$ cat config.mk
export PLATFORM = sky130hd
export DESIGN_NAME = imhe_ctrl
export DESIGN_NICKNAME = d
export VERILOG_FILES = /design/src/rtl/imhe_pkg.sv /design/src/rtl/imhe_ctrl.sv
export SDC_FILE = /design/constraint.sdc
export NUM_CORES = 1
export LEC_CHECK = 0
export ABC_CLOCK_PERIOD_IN_PS = 2900
export BUFFER_PORTS_ARGS = -buffer_cell sky130_fd_sc_hd__buf_2
export CAP_MARGIN = 30
export CORE_AREA = 8 8 57 59
export DETAILED_ROUTE_END_ITERATION = 6
export DIE_AREA = 0 0 65 67
export PLACE_DENSITY = 0.58
export SKIP_CTS_REPAIR_TIMING = 1
export SLEW_MARGIN = 20
export SYNTH_ARGS = -nofsm -noshare
export SYNTH_HDL_FRONTEND = slang
export SYNTH_SLANG_ARGS = --single-unit
$ cat constraint.sdc
create_clock -name clk -period 2.9 [get_ports clk]
set_clock_uncertainty 0.1 [all_clocks]
set_input_delay 0.29 -clock clk [delete_from_list [all_inputs] [get_ports clk]]
set_output_delay 0.29 -clock clk [all_outputs]
set_load 0.005 [all_outputs]
$ cat src/rtl/imhe_pkg.sv
// Package for the indexed min-heap engine.
// Holds sizes, operation and status codes, controller states and the
// command and status structs shared by the controller and the datapath.
package imhe_pkg;

	localparam int MAX_ITEMS = 1024;
	localparam int KEY_BITS  = 16;
	localparam int POS_W     = $clog2(MAX_ITEMS);
	localparam int CNT_W     = POS_W + 1;

	// operation codes
	localparam logic [2:0] OP_LOAD    = 3'd0;
	localparam logic [2:0] OP_BUILD   = 3'd1;
	localparam logic [2:0] OP_EXTRACT = 3'd2;
	localparam logic [2:0] OP_CHANGE  = 3'd3;
	localparam logic [2:0] OP_REMOVE  = 3'd4;

	// result status codes
	localparam logic [1:0] ST_OK    = 2'd0;
	localparam logic [1:0] ST_EMPTY = 2'd1;
	localparam logic [1:0] ST_DEAD  = 2'd2;

	typedef enum logic [4:0] {
		S_IDLE,
		S_DISP,
		S_EX,
		S_POI,
		S_CH,
		S_RM,
		S_RM_DIR,
		S_RM_CMP,
		S_SU_RD,
		S_SU_CMP,
		S_SD_RD,
		S_SD_CMP,
		S_B_NEXT,
		S_B_LD,
		S_B_ROOT,
		S_FIN
	} state_t;

	typedef enum logic [4:0] {
		A_NONE,
		A_LOAD,
		A_BUILD_INIT,
		A_RES_EMPTY,
		A_RES_DEAD,
		A_RES_ZERO,
		A_RD_ROOT_LO,
		A_EX_SWAP,
		A_Q_RD,
		A_CH_SET,
		A_RM_SWAP,
		A_SU_RD,
		A_SU_MOVE,
		A_SD_RD,
		A_SD_MOVE,
		A_PLACE,
		A_B_RD,
		A_LD_MV,
		A_RES_ROOT,
		A_PUBLISH
	} dp_act_t;

	typedef struct packed {
		logic    take;
		dp_act_t act;
	} cmd_t;

	typedef struct packed {
		logic [2:0] op;
		logic       empty;
		logic       item_big;
		logic       dead;
		logic       ch_lt;
		logic       ch_gt;
		logic       q_is_lo;
		logic       has_parent;
		logic       su_moves;
		logic       has_child;
		logic       sd_moves;
		logic       i_done;
		logic       out_busy;
	} stat_t;

endpackage

$ cat src/rtl/imhe_ctrl.sv
// Controller state machine of the indexed min-heap engine.
// Sequences each operation as datapath actions; uses imhe_pkg.
module imhe_ctrl
	import imhe_pkg::*;
(
	input  logic  clk,
	input  logic  arst_n,
	input  logic  in_valid,
	input  stat_t st,
	output cmd_t  cmd
);

	state_t state_q, state_d;

	// hold state
	always_ff @(posedge clk or negedge arst_n) begin
		if (!arst_n) begin
			state_q <= S_IDLE;
		end else begin
			state_q <= state_d;
		end
	end

	// next state
	always_comb begin
		state_d = state_q;
		unique case (state_q)
			S_IDLE: begin
				if (in_valid) state_d = S_DISP;
			end
			S_DISP: begin
				unique case (st.op) inside
					OP_LOAD:    state_d = S_FIN;
					OP_BUILD:   state_d = S_B_NEXT;
					OP_EXTRACT: state_d = st.empty ? S_FIN : S_EX;
					OP_CHANGE, OP_REMOVE: begin
						state_d = (st.empty || st.item_big) ? S_FIN : S_POI;
					end
					default:    state_d = S_FIN;
				endcase
			end
			S_EX:     state_d = S_SD_RD;
			S_POI: begin
				if (st.dead) state_d = S_FIN;
				else if (st.op == OP_CHANGE) state_d = S_CH;
				else state_d = S_RM;
			end
			S_CH: begin
				if (st.ch_lt) state_d = S_SU_RD;
				else if (st.ch_gt) state_d = S_SD_RD;
				else state_d = S_FIN;
			end
			S_RM:     state_d = st.q_is_lo ? S_FIN : S_RM_DIR;
			S_RM_DIR: state_d = st.has_parent ? S_RM_CMP : S_SD_RD;
			S_RM_CMP: state_d = st.su_moves ? S_SU_RD : S_SD_RD;
			S_SU_RD:  state_d = st.has_parent ? S_SU_CMP : S_FIN;
			S_SU_CMP: state_d = st.su_moves ? S_SU_RD : S_FIN;
			S_SD_RD: begin
				if (st.has_child) state_d = S_SD_CMP;
				else state_d = (st.op == OP_BUILD) ? S_B_NEXT : S_FIN;
			end
			S_SD_CMP: begin
				if (st.sd_moves) state_d = S_SD_RD;
				else state_d = (st.op == OP_BUILD) ? S_B_NEXT : S_FIN;
			end
			S_B_NEXT: state_d = st.i_done ? S_B_ROOT : S_B_LD;
			S_B_LD:   state_d = S_SD_RD;
			S_B_ROOT: state_d = S_FIN;
			S_FIN: begin
				if (!st.out_busy) state_d = S_IDLE;
			end
			default:  state_d = S_IDLE;
		endcase
	end

	// datapath commands
	always_comb begin
		cmd.take = (state_q == S_IDLE);
		cmd.act  = A_NONE;
		unique case (state_q)
			S_IDLE: cmd.act = A_NONE;
			S_DISP: begin
				unique case (st.op) inside
					OP_LOAD:    cmd.act = A_LOAD;
					OP_BUILD:   cmd.act = A_BUILD_INIT;
					OP_EXTRACT: cmd.act = st.empty ? A_RES_EMPTY : A_RD_ROOT_LO;
					OP_CHANGE, OP_REMOVE: begin
						if (st.empty) cmd.act = A_RES_EMPTY;
						else if (st.item_big) cmd.act = A_RES_DEAD;
						else cmd.act = A_NONE;
					end
					default:    cmd.act = A_RES_ZERO;
				endcase
			end
			S_EX:     cmd.act = A_EX_SWAP;
			S_POI:    cmd.act = st.dead ? A_RES_DEAD : A_Q_RD;
			S_CH:     cmd.act = A_CH_SET;
			S_RM:     cmd.act = A_RM_SWAP;
			S_RM_DIR: cmd.act = st.has_parent ? A_SU_RD : A_NONE;
			S_RM_CMP: cmd.act = st.su_moves ? A_SU_MOVE : A_NONE;
			S_SU_RD:  cmd.act = st.has_parent ? A_SU_RD : A_PLACE;
			S_SU_CMP: cmd.act = st.su_moves ? A_SU_MOVE : A_PLACE;
			S_SD_RD:  cmd.act = st.has_child ? A_SD_RD : A_PLACE;
			S_SD_CMP: cmd.act = st.sd_moves ? A_SD_MOVE : A_PLACE;
			S_B_NEXT: cmd.act = st.i_done ? A_RD_ROOT_LO : A_B_RD;
			S_B_LD:   cmd.act = A_LD_MV;
			S_B_ROOT: cmd.act = A_RES_ROOT;
			S_FIN:    cmd.act = st.out_busy ? A_NONE : A_PUBLISH;
			default:  cmd.act = A_NONE;
		endcase
	end

endmodule

==> summary by stage <==
Logic synthesis
The average instance in the mapped netlist occupies 6.37 um^2. The synthesized design devotes to its leading area cell type 11.1% of total area. The post-synthesis async set-or-reset flop share is 100%. The count of synthesis-stage warnings from yosys is 0. The area of the mapped netlist is 898 um^2.

The number of library cell types mapped by synthesis is 45. In the post-synthesis netlist, the biggest area contributors are sky130_fd_sc_hd__dfrtp_1, sky130_fd_sc_hd__a21oi_1, sky130_fd_sc_hd__nand2b_1, sky130_fd_sc_hd__o21ai_0, sky130_fd_sc_hd__nor2_1. In this run, synthesis inferred 0 flip-flops with an integrated enable.

Sequential cells were found to cover between 10% and 20% of the synthesized design area. Synthesis inferred 4 register bits. The post-synthesis instance total is around 140. The dominant register cell in the synthesized netlist is sky130_fd_sc_hd__dfrtp_1. The number of nets in the synthesized netlist is 159. The synthesized design spends more area on one cell type than any other, namely sky130_fd_sc_hd__dfrtp_1.

Global route
The via count of the first global-routing pass came to 1001. Global routing used 12.4% of the available tracks across all layers. The number of antenna violations at the first check in global routing is 0. The global-route wire length before repair is 4.42 mm.

For this run the aggregate overflow at the end of global routing stands at 0. The pin count of the biggest net entering global routing is 28.

Cells and area
The share of final-layout standard cells stronger than drive strength 1 is slightly above 20%. The number of flip-flops in the largest register is 4. The number of antenna diodes in the final layout is 0. The largest registers in the layout are state_q: 4 flops. The register with the most flip-flops is state_q.

The layout overhead on the synthesized area is 12.0%. The net count of the finished layout is between 150 and 200.

Floorplan
The total I/O pin count is 24. The count of standard-cell rows is 18. The vertical die dimension is 67 um.

The area inside the core boundary is 2360 um^2. The floorplan step set the die width to 65 um. The area enclosed by the die boundary is 4360 um^2. The starting density of the core is a little under two fifths.

Drt
For this run, design rule violations remaining after detail routing come to 0. Summing over every cut layer, the via total after detailed routing is 1116. The violation count after the first detailed-route iteration is 55. The first detailed-routing pass ran for 4 iterations.

The final layout contains routed wiring with a total length of about 2.7 mm. In this run the remaining antenna-violating nets after routing total 0. After detailed routing, the average wire length per cell comes to around 14 um. Dividing the detail-routed via count by the number of cells gives ~6.0.

CTS
The tree built by TritonCTS fans out to 4 sinks. The number of H-tree levels is 1. The tree is rooted in a sky130_fd_sc_hd__clkbuf_4.

The clock buffer count from CTS is 3. The later pin in the worst-skew pair is clocked with a latency of 230 ps. The CTS tree is yes. The clock-pin slew reported for the worst setup and hold paths after clock tree synthesis is 30 ps. No sink is reached through more buffers than the 2 on the longest clock path.

Setup path
The nature of the critical path endpoint is an output port. The cell type of the slowest stage on the worst timing path is sky130_fd_sc_hd__dfrtp_1. Traced cell by cell, the critical path runs through nand3_1 > or2_2 > a21oi_1 > a221oi_1 > nand2_1 > buf_2. For flop-to-flop paths, the worst setup slack is between 900 and 1000 ps.

In this design, the largest share of critical-path delay is due to flip-flops. In this run the critical register-to-register path is launched from state_q[1]. For the worst setup path, the data required time is roughly 2500 ps. Along the worst path, the maximum fanout reaches 26.

The critical path is of the flop to output port type. The worst register-to-register path has a depth of 5. The first element of the critical path is state_q[3]. The endpoint identified for the worst register-to-register timing path is state_q[2]. Together, buffers and inverters on the worst path number 1. The arrival time of the worst setup path is 1960 ps. The highest cell delay on the worst timing path is 800 ps.

STA classifies the critical path startpoint as a flop.

STA
The headroom to the max-slew limit is a little under half. At the pin with the least slew margin, the transition time is between 700 and 800 ps. The count of final max-slew check failures is 0. The final setup violation count is 0. The final clock period utilization by the worst path is between 80 and 90%. Based on the critical path, the design can be clocked at up to 0.425 GHz.

Adding up every negative setup slack in the final design gives 0 ps. Setup repair after global routing left no endpoint under its margin. The final critical-path required period is 2350 ps.

The hold violation total from the final report is 0.

Power
The worst-case vdd ir drop is 500 uV. The leakage dissipation is 0.424 nW. In this run the power density over the cells is between 900 and 1000 nW/um^2. The design draws between 0.9 and 1 mW.

Worst hold path
The end of the worst hold path is state_q[0]. The path class of the tightest hold or removal check is input pin to flop. The startpoint of the tightest hold check path is in_valid. The worst hold path was traced through 3 stages.

Placed design
The count of buffers added on input and output ports is 23. The placed wire-length estimate after detailed placement is ~2.1 mm. The placer's final routability congestion estimate is around 0.91.

Outcome
The flow ran to the end, and the final reports show no timing, DRC or antenna violations.

Job
The max capacitance violation total is 0.
==> where the power goes <==
part | internal [mW] | switching [mW] | total, mW
clock network | 0.0462 | 0.0214 | 0.0676
registers | 0.0826 | 0.165 | 0.247
logic | 0.301 | 0.330 | 0.631
total | 0.430 | 0.516 | 0.946
==> cell usage after synthesis, types with 4 or more instances <==
cell,number
sky130_fd_sc_hd__a21oi_1,13
sky130_fd_sc_hd__buf_4,5
sky130_fd_sc_hd__dfrtp_1,4
sky130_fd_sc_hd__inv_1,7
sky130_fd_sc_hd__nand2_1,12
sky130_fd_sc_hd__nand2b_1,10
sky130_fd_sc_hd__nand3_1,7
sky130_fd_sc_hd__nor2_1,14
sky130_fd_sc_hd__nor2b_1,6
sky130_fd_sc_hd__nor3_1,4
sky130_fd_sc_hd__o21ai_0,12
==> area by class of cell <==
cell class | count | area [um^2]
clock buffer | 3 | 22.5
fill | 279 | 1360
inverter | 7 | 26.3
multi-input combinational | 118 | 694
sequential | 4 | 100
tap | 30 | 37.5
timing repair buffer | 24 | 125
==> placed cells by master, fill, tap and decap left out, drive strengths merged, types with 2 or more instances in the layout <==
master   n
a221oi   2
nand2b  11
nor4     3
nand2   13
nor2b    6
nand4    2
nor3     5
nand3    7
a22oi    2
a31oi    2
dfrtp    4
a21oi   14
inv      7
nor2    14
clkbuf   3
o22ai    3
buf     23
o21ai   15
and3     2
==> tightest hold or removal path, delay by kind of cell <==
family                 cells  cell delay [ps]
buffers and inverters      1               70
AOI/OAI and AO/OA          2              180
==> per-stage QoR <==
step | std cells | setup slack (ps) | hold slack (ps) | area [um^2] | util [%]
CTS | 185 | 543 | -256 | 996 | 42.1
global placement | 182 | 828 | -4.90 | 973 | 41.2
floorplan | 141 | 1350 | -106 | 898 | -
detailed placement | 182 | 789 | -5.51 | 973 | 41.2
finish | 186 | 548 | 256 | 1010 | 42.5
global route | 186 | 384 | 265 | 1010 | 42.5
==> logic make-up (layout without fill, tap and decap cells) <==
group	after synthesis	count (layout)	share of synthesized area, %
compound gates	49	49	34.4
buf+inv	19	34	11.6
flops	4	4	11.1
simple gates	69	69	42.9
==> worst max-delay path by stage <==
stage,slack [ps],endpoint,depth (start not counted)
floorplan,1350,cmd[1],6
global placement,830,cmd[2],6
detailed placement,790,cmd[2],6
CTS,540,cmd[2],6
global route,380,cmd[2],6
finish,550,cmd[2],6
==> metal layers <==
layer / part of all wire (%) / vias up / global-route usage [%]
li1: - / 545 / -
met1: 45 / 508 / 16.9
met2: 46 / 57 / 18.6
met3: 7.3 / 6 / 1.68
met4: 1.8 / 0 / 5.72
met5: 0 / - / 0
Power figures use the tool's default switching activity.
